## src/hw/rtl/sba_pkg.sv

```systemverilog
// ----------------------------------------------------------------------------
// sba_pkg
// Shared widths, register indexes, types and the divider step function for
// the sub-frame byte averager.
// ----------------------------------------------------------------------------
package sba_pkg;

  localparam int MAX_FRAME_BYTES = 65536;
  localparam int MAX_SUBFRAMES   = 256;

  localparam int BYTE_W     = 8;
  localparam int POS_W      = 16;                 // byte position within a sub-frame
  localparam int SUB_W      = 8;                  // sub-frame index
  localparam int SUM_W      = 16;                 // per-position sum
  localparam int DIVIDEND_W = SUM_W + 1;          // sum plus rounding offset
  localparam int COUNT_W    = 9;                  // frame_count register
  localparam int BYTES_W    = 17;                 // frame_bytes register
  localparam int CFG_IDX_W  = 8;
  localparam int CFG_DATA_W = 17;

  // Quotient is always below 256; resolve it two bits per stage.
  localparam int Q_W            = 8;
  localparam int BITS_PER_STAGE = 2;
  localparam int DIV_STAGES     = Q_W / BITS_PER_STAGE;
  localparam int SHIFT_W        = 3;

  localparam logic [CFG_IDX_W-1:0] REG_FRAME_COUNT = CFG_IDX_W'(0);
  localparam logic [CFG_IDX_W-1:0] REG_FRAME_BYTES = CFG_IDX_W'(1);

  localparam logic [COUNT_W-1:0] FRAME_COUNT_RESET = COUNT_W'(1);
  localparam logic [BYTES_W-1:0] FRAME_BYTES_RESET = BYTES_W'(MAX_FRAME_BYTES);

  typedef struct packed {
    logic valid;
    logic done;
  } div_tag_t;

  typedef struct packed {
    logic                  qbit;
    logic [DIVIDEND_W-1:0] rem;
  } div_step_t;

  // One restoring step: try to take divisor << sh out of the remainder.
  function automatic div_step_t div_step(input logic [DIVIDEND_W-1:0] rem,
                                         input logic [COUNT_W-1:0]    divisor,
                                         input logic [SHIFT_W-1:0]    sh);
    logic [DIVIDEND_W-1:0] trial;
    div_step_t             res;
    trial = DIVIDEND_W'(divisor) << sh;
    if (rem >= trial) begin
      res.qbit = 1'b1;
      res.rem  = rem - trial;
    end else begin
      res.qbit = 1'b0;
      res.rem  = rem;
    end
    return res;
  endfunction

endpackage

```

## src/hw/rtl/sba_divider.sv

```systemverilog
// ----------------------------------------------------------------------------
// sba_divider
// Pipelined restoring divider: 17-bit dividend by a 9-bit count, 8-bit
// quotient, two quotient bits per stage, frozen as a whole by the enable.
// ----------------------------------------------------------------------------
module sba_divider (
  input  logic                            clk,
  input  logic                            rst,
  input  logic                            en,
  input  sba_pkg::div_tag_t               in_tag,
  input  logic [sba_pkg::DIVIDEND_W-1:0]  dividend,
  input  logic [sba_pkg::COUNT_W-1:0]     divisor,
  output sba_pkg::div_tag_t               out_tag,
  output logic [sba_pkg::Q_W-1:0]         quotient
);

  sba_pkg::div_tag_t               tag      [sba_pkg::DIV_STAGES];
  logic [sba_pkg::DIVIDEND_W-1:0]  rem      [sba_pkg::DIV_STAGES];
  logic [sba_pkg::Q_W-1:0]         quo      [sba_pkg::DIV_STAGES];
  logic [sba_pkg::DIVIDEND_W-1:0]  rem_next [sba_pkg::DIV_STAGES];
  logic [sba_pkg::Q_W-1:0]         quo_next [sba_pkg::DIV_STAGES];

  always_comb begin
    logic [sba_pkg::DIVIDEND_W-1:0] r;
    logic [sba_pkg::Q_W-1:0]        q;
    sba_pkg::div_step_t             st;
    for (int k = 0; k < sba_pkg::DIV_STAGES; k++) begin
      r = rem[k];
      q = quo[k];
      for (int j = 0; j < sba_pkg::BITS_PER_STAGE; j++) begin
        st = sba_pkg::div_step(r, divisor,
               sba_pkg::SHIFT_W'(sba_pkg::Q_W - 1 - k * sba_pkg::BITS_PER_STAGE - j));
        r  = st.rem;
        // shift quotient bits in from the top down
        q  = {q[sba_pkg::Q_W-2:0], st.qbit};
      end
      rem_next[k] = r;
      quo_next[k] = q;
    end
  end

  always_ff @(posedge clk) begin
    if (rst) begin
      for (int k = 0; k < sba_pkg::DIV_STAGES; k++) begin
        tag[k] <= '0;
      end
      out_tag <= '0;
    end else if (en) begin
      tag[0] <= in_tag;
      for (int k = 1; k < sba_pkg::DIV_STAGES; k++) begin
        tag[k] <= tag[k-1];
      end
      out_tag <= tag[sba_pkg::DIV_STAGES-1];
    end
  end

  always_ff @(posedge clk) begin
    if (en) begin
      rem[0] <= dividend;
      quo[0] <= '0;
      for (int k = 1; k < sba_pkg::DIV_STAGES; k++) begin
        rem[k] <= rem_next[k-1];
        quo[k] <= quo_next[k-1];
      end
      quotient <= quo_next[sba_pkg::DIV_STAGES-1];
    end
  end

endmodule
```

## config.mk

```make
export PLATFORM = sky130hd
export DESIGN_NAME = sba_divider
export DESIGN_NICKNAME = d
export VERILOG_FILES = /design/src/hw/rtl/sba_pkg.sv /design/src/hw/rtl/sba_divider.sv
export SDC_FILE = /design/constraint.sdc
export NUM_CORES = 1
export LEC_CHECK = 0
export BUFFER_PORTS_ARGS = -buffer_cell sky130_fd_sc_hd__buf_2
export CAP_MARGIN = 20
export CORE_UTILIZATION = 50
export DETAILED_ROUTE_END_ITERATION = 7
export PLACE_DENSITY = 0.79
export SLEW_MARGIN = 20
export SYNTH_ARGS = -nofsm -noshare
export SYNTH_HDL_FRONTEND = slang
export SYNTH_SLANG_ARGS = --single-unit
```

## constraint.sdc

```tcl
create_clock -name clk -period 8 [get_ports clk]
set_clock_uncertainty 0.2 [all_clocks]
set_input_delay 1.2 -clock clk [delete_from_list [all_inputs] [get_ports clk]]
set_output_delay 1.2 -clock clk [all_outputs]
set_load 0.005 [all_outputs]
```

==> results.yml, run 1 <==
cts:
  clkLatencyLatePin_ns: 0.36
  clockBufferDepth: 2
  clock_sinks: 98
  cts_root_buf: "clkbuf_16"
  ctsResizeCount: 0
  cts_hold_buf: 0
  postCtsSetupBuffers: 0
  path_clk_slew_ns: 0.07
  h-tree-depth: 3
  cts_buffers: 9
  tritoncts: "built"
synthesis:
  async_flop_share_pct: 0
  synth_cell_type_count: 64
  synth_top_flop_cell: "edfxtp_1"
  avgSynthCellArea_um2: 10.4
  seq_area_frac_synth_pct: 39.8
  synth_edf_count: 96
  netlist_instances: 707
  synthesis.nets: 817
  syn_area_mm2: 0.00734
  ys_warn_count: 0
  synth-seq-cells: 98
sta:
  rsz0062_at_grt: "no"
  period_share_pct: 80.8
  slew_viol_final: 0
  fin_crit_ns: 6.47
  finalHoldViolCount: 0
  max_freq_ghz: 0.155
  setup_tns_ns: 0
  finalHoldWorstSlack_ns: 0.217
  relSlewSlack_pct: 41.0
  worstMarginPinSlew_ns: 0.884
  setup_viol_count_final: 0
cells_and_area:
  drive_above_1_share_pct: 14.3
  layout_commonest_cell: "edfxtp_1"
  area_growth_pct: 10.3
  antenna_cells: 0
  regArea_mm2: 0.00292
  nets: 861
  final_cell_area_mm2: 0.00810
  multiInputGateArea_mm2: 0.00424
  layout_common_cells: "96 x edfxtp_1, 72 x ha_1, 49 x a21oi_1"
  n_fill_cell: 1160
place:
  portBuffers: 40
  detailed_place.area_mm2: 0.00774
  dp_hpwl_um: 12300
  gp_congestion: 0.949
floorplanning:
  num_rows: 43
  die_w_um: 123
  initial_core_util_pct: 52.1
  core_mm2: 0.0141
  die_height_um: 123
  dieArea_mm2: 0.0152
  ios: 41
worst_setup_path:
  cp-start-kind: "primary input"
  cp.arrival_ns: 6.38
  critPathMaxFanout: 19
  critPathSlowestCell: "nand4_1"
  critPathCaptureType: "flip-flop"
  criticalPathCategory: "in2reg"
  required_ns: 7.91
  ff2ff_setup_slack_ns: 2.31
  critical_path.cell_chain: "buf_2 > inv_1 > fa_1 > a211oi_1 > o211ai_1 > a31oi_1 > buf_4 > mux2_2 > ha_1 > nand2_1 > a21oi_1 > o21ai_0 > a211oi_1 > a2111oi_0 > nand4_1 > mux2_2"
  cpPeakStageDelay_ns: 0.66
power_and_ir_drop:
  combPwrFrac_pct: 56.8
  p_int_w: 0.00184
  p_clk_share_pct: 15.7
  peakVddDrop_uv: 209
  power_density_mw_per_mm2: 384
  p_switching_w: 0.00127
  pwr-share-seq_pct: 27.5
  p_sw_share_pct: 40.8
  power.leakage_nw: 3.20
global_route:
  grt_max_degree: 93
  grt_pass1_vias: 5588
  grt_util_all_layers_pct: 23.7
  grt_first_pass_wirelength_um: 27000
  grt_antenna_before_repair: 0
  grt_overflow_total: 0
route:
  met2_wirelength_um: 8050
  routedWlPerCell_um: 17.9
  highest_layer: "met4"
  drc: 0
  drt-initial-drc-count: 377
  wl_met1_um: 7340
  wl_met3_um: 530
  dr_total_vias: 5648
  drt-total-wl_um: 16700
  viasPerCell: 6.03
  drt.antenna.violating_nets: 0
  dr.pass1.iters: 5
run:
  drv_cap: 0
status:
  outcome: "finished, final reports clean"
min_path:
  hold_class: "reg2reg"
## critical path: cells and delay by family
kind	cells	cell delay, ns
AOI/OAI and AO/OA	7	1.87
adders and majority gates	2	0.98
buffers and inverters	3	0.67
muxes	2	0.88
and+or+nand+nor	2	0.75
## flip-flops by register name (all words and copies together) (netlist names)
register and count:
quo 12, rem 68, out_tag 2, tag 8
quotient 8
## cells in the mapped netlist, types with 5 or more instances
library cell  number  area, µm²
a211oi_1          11       82.6
a21o_1            18        135
a21oi_1           50        250
a31oi_1            5       31.3
and2_1            12       75.1
and3_1             6       37.5
clkbuf_1           8       30.0
edfxtp_1          96       2880
fa_1               7        140
ha_1              72        901
inv_1             37        139
mux2_2            26        293
mux2_4             8        120
mux2i_1           12        120
nand2_1           44        165
nand2b_1           9       56.3
nand3_1           11       55.1
nand4_1           10       62.6
nor2_1            45        169
nor2b_1           15       93.8
nor3_1            20        100
nor4_1             8       50.1
o211ai_1           6       45.0
o21a_1             9       67.6
o21ai_0           45        225
o31a_1             5       43.8
o31ai_1            6       45.0
or3_1              7       43.8
xnor2_1           27        236
xor2_1            20        175
## stage by stage
step	instances	utilization [%]	setup slack [ns]	power (W)
after floorplan	707	-	1.88	0.00222
after global placement	919	54.9	1.32	0.00252
after detailed placement	919	54.9	1.13	0.00259
after CTS	935	57.3	1.50	0.00310
after global routing	936	57.4	1.09	0.00333
final	936	57.4	1.53	0.00311
## routing by layer
metal | track usage [%] | up-vias
met3 | 3.32 | 44
met5 | 0 | -
met4 | 15.1 | 0
met2 | 40.3 | 144
met1 | 28.0 | 2690
li1 | - | 2770
## final cells by class
| type | count | area share (%) |
|---|---|---|
| clock buffer | 9 | 2.78 |
| clock inverter | 7 | 1.36 |
| inverter | 37 | 1.72 |
| multi-input combinational | 561 | 52.3 |
| sequential | 98 | 36.1 |
| tap | 180 | 2.78 |
| timing repair buffer | 44 | 2.92 |
## cells by family (layout without fill, tap and decap cells)
logic type	after synthesis	in the layout	synth area share, %
simple gates	209	209	15.0
compound gates	180	180	15.6
flops	98	98	39.8
fa+ha+maj	79	79	14.2
buf+inv	48	97	2.49
xor+xnor	47	47	5.61
mux	46	46	7.26
## power by group through the flow
stage,Clock (W),Sequential [W],Combinational (W)
6_report,0.000490,0.000855,0.00177
5_1_grt,0.000515,0.000868,0.00195
4_1_cts,0.000499,0.000855,0.00175
3_5_place_dp,0,0.000865,0.00173
3_3_place_gp,0,0.000863,0.00166
2_1_floorplan,0,0.000818,0.00140
## worst paths after layout
check,from,endpoint,cells past startpoint
min,quo[3][3],quotient[5],0
max reg2reg,rem[2][3],rem[3][7],18
min reg2reg,quo[3][3],quotient[5],0
max,divisor[1],rem[2][5],16
No activity file was read; power rests on OpenSTA's default activity.
==> run 2: changes to the inputs <==
ABC_AREA = 1   (was unset)
clock period = 6.4 ns   (was 8 ns; I/O delays follow)
==> results.yml, run 2 <==
synthesis:
  synthXorXnorAreaFrac_pct: 5.31
  synth-seq-cells: 98
  netlist_instances: 1051
  synth_compound_area_share_pct: 8.29
  seq_area_frac_synth_pct: 36.1
  ys_top_cells_by_count: "321 x nand2_1, 151 x inv_1, 96 x edfxtp_1"
  async_flop_share_pct: 0
  synthesis.nets: 1161
  synth_cell_type_count: 42
  synth_edf_count: 96
  synth.most_common_cell: "nand2_1"
  synth_top_area_share_pct: 35.7
  ys_warn_count: 0
  syn_area_mm2: 0.00809
  synth_top_flop_cell: "edfxtp_1"
  yosys.area_share.simple_pct: 29.6
  yosysTopAreaCell: "edfxtp_1"
  synthTopCellsByArea: "edfxtp_1 36%, nand2_1 15%, ha_1 11%"
  synth_top_family_by_area: "simple AND/OR/NAND/NOR gates"
  synth.area.mux_share_pct: 0
  avgSynthCellArea_um2: 7.69
  synth_fa_ha_area_share_pct: 12.9
sta:
  max_freq_ghz: 0.190
  setup_viol_count_final: 0
  slew_viol_final: 0
  finalHoldViolCount: 0
  period_share_pct: 82.1
  fin_crit_ns: 5.25
  worstMarginPinSlew_ns: 0.758
  relSlewSlack_pct: 49.5
  setup_tns_ns: 0
  rsz0062_at_grt: "no"
cells_and_area:
  layout_commonest_cell: "nand2_1"
  drive_above_1_share_pct: 8.60
  area_growth_pct: 9.59
  reg.largest.list: "rem (68), quo (12)"
  fin_cells: 1321
  antenna_cells: 0
  largest_reg_flops: 68
  regMostFlops: "rem"
  layout_common_cells: "321 x nand2_1, 151 x inv_1, 96 x edfxtp_1"
  nets: 1210
worst_setup_path:
  critPathMaxFanout: 15
  cpPeakStageDelay_ns: 0.43
  crit_path_frequent_cell: "nand2_1"
  critPathTopFamily: "simple AND/OR/NAND/NOR gates"
  critPathCaptureType: "flip-flop"
  crit_buf_inv: 5
  critical_path.cell_chain: "buf_2 > inv_1 > buf_4 > fa_1 > nand3_1 > nand3_1 > nand2_1 > nand2_1 > nand2_1 > nand2_2 > inv_1 > o21ai_0 > ha_1 > nand3_1 > nand2_1 > nand4_1 > o211ai_1 > a21oi_1 > nand2_1 > nor2_2 > nand2_1 > inv_2 > a21oi_1"
  critPathSlowestCell: "o21ai_0"
  cp-start-kind: "primary input"
  criticalPathCategory: "in2reg"
  required_ns: 6.30
  cp.arrival_ns: 5.15
power_and_ir_drop:
  peakVddDrop_uv: 227
  power.leakage_nw: 4.29
  power_density_mw_per_mm2: 459
global_route:
  grt_overflow_total: 0
  grt_pass1_vias: 6482
  grt_first_pass_wirelength_um: 29900
  grt_util_all_layers_pct: 23.2
  grt_antenna_before_repair: 0
  grt_max_degree: 62
cts:
  clock_sinks: 98
  cts_root_buf: "clkbuf_16"
  cts_buffers: 9
  ctsResizeCount: 0
  clkLatencyLatePin_ns: 0.37
  clockBufferDepth: 2
  path_clk_slew_ns: 0.07
  tritoncts: "built"
  postCtsSetupBuffers: 0
  cts_hold_buf: 0
  h-tree-depth: 3
place:
  dp_cells: 1305
  gp_congestion: 0.939
  dp_hpwl_um: 14100
  portBuffers: 40
route:
  drt.antenna.violating_nets: 0
  dr_total_vias: 6997
  drc: 5
  routedWlPerCell_um: 13.8
  viasPerCell: 5.30
  drt-total-wl_um: 18200
  dr.pass1.iters: 8
  drt-initial-drc-count: 467
run:
  drv_cap: 0
floorplanning:
  initial_core_util_pct: 51.1
  dieArea_mm2: 0.0167
  die_w_um: 129
  core_mm2: 0.0158
  die_height_um: 129
  num_rows: 46
  ios: 41
status:
  violations: "design-rule violations"
  outcome: "complete, but fails checks"
min_path:
  hold_class: "reg2reg"
run 2: changes by cell type after synthesis, moves of 14 or more:
cell / previous run / this run
nor2_1: 45 / 68
inv_1: 37 / 151
nor2b_1: 15 / 0
nand4_1: 10 / 24
nand3_1: 11 / 78
nand2_1: 44 / 321
mux2_2: 26 / 0
run 2: logic make-up (layout without fill, tap and decap cells):
kind of cell | after synthesis | in the layout
AO/OA/AOI/OAI | 121 | 121
XOR/XNOR | 49 | 49
adder cells (fa/ha/maj) | 79 | 79
buffers and inverters | 163 | 217
flip-flops | 98 | 98
AND/OR/NAND/NOR | 541 | 541
run 2: layout make-up:
| cell class | count | area [µm²] |
|---|---|---|
| sequential | 98 | 2920 |
| timing repair buffer | 48 | 263 |
| inverter | 153 | 574 |
| clock buffer | 9 | 225 |
| fill | 1458 | 6970 |
| multi-input combinational | 790 | 4530 |
| tap | 216 | 270 |
| clock inverter | 7 | 75.1 |
run 2: worst paths after layout:
kind	startpoint	endpoint	slack [ns]	cells after the start
setup / recovery	divisor[1]	rem[2][16]	1.15	23
hold / removal	quo[3][1]	quotient[3]	0.23	0
setup reg to reg	rem[1][5]	rem[2][16]	1.63	24
hold reg to reg	quo[3][1]	quotient[3]	0.23	0
run 2: report_power, final:
part,switching (W),internal (W)
Clock,0.000277,0.000276
Combinational,0.00151,0.000931
Sequential,0.000108,0.000960
Total,0.00190,0.00217
run 2: routing by layer:
layer,global-route usage (%),wire length (µm),vias up
met3,2.89,780,47
met4,11.8,620,0
met5,0,0,-
met1,28.3,7860,3188
li1,-,-,3592
met2,40.4,8910,170
run 2: through the flow:
stage | power [W] | setup slack [ns] | cell area (µm²) | hold WS (ns) | utilization [%]
after global placement | 0.00343 | 0.900 | 8560 | 0.204 | 54.1
after CTS | 0.00406 | 1.16 | 8860 | 0.224 | 56.0
after floorplan | 0.00302 | 1.61 | 8090 | 0.200 | -
after global routing | 0.00445 | 0.639 | 8860 | 0.229 | 56.0
final | 0.00406 | 1.15 | 8860 | 0.225 | 56.0
after detailed placement | 0.00350 | 0.820 | 8560 | 0.206 | 54.1
run 2: worst register-to-register path, cell delays in order, from the launching register on:
cell      delay, ns
edfxtp_1       0.43
inv_1          0.08
ha_1           0.18
inv_1          0.10
fa_1           0.44
nand3_1        0.10
nand3_1        0.14
nand2_1        0.13
nand2_1        0.08
nand2_1        0.10
nand2_2        0.13
inv_1          0.29
nand2_1        0.07
o21ai_0        0.19
ha_1           0.34
nand3_1        0.09
nand2_1        0.10
nand4_1        0.10
o211ai_1       0.12
a21oi_1        0.22
nand2_1        0.13
nor2_2         0.12
nand2_1        0.31
inv_2          0.26
a21oi_1        0.07
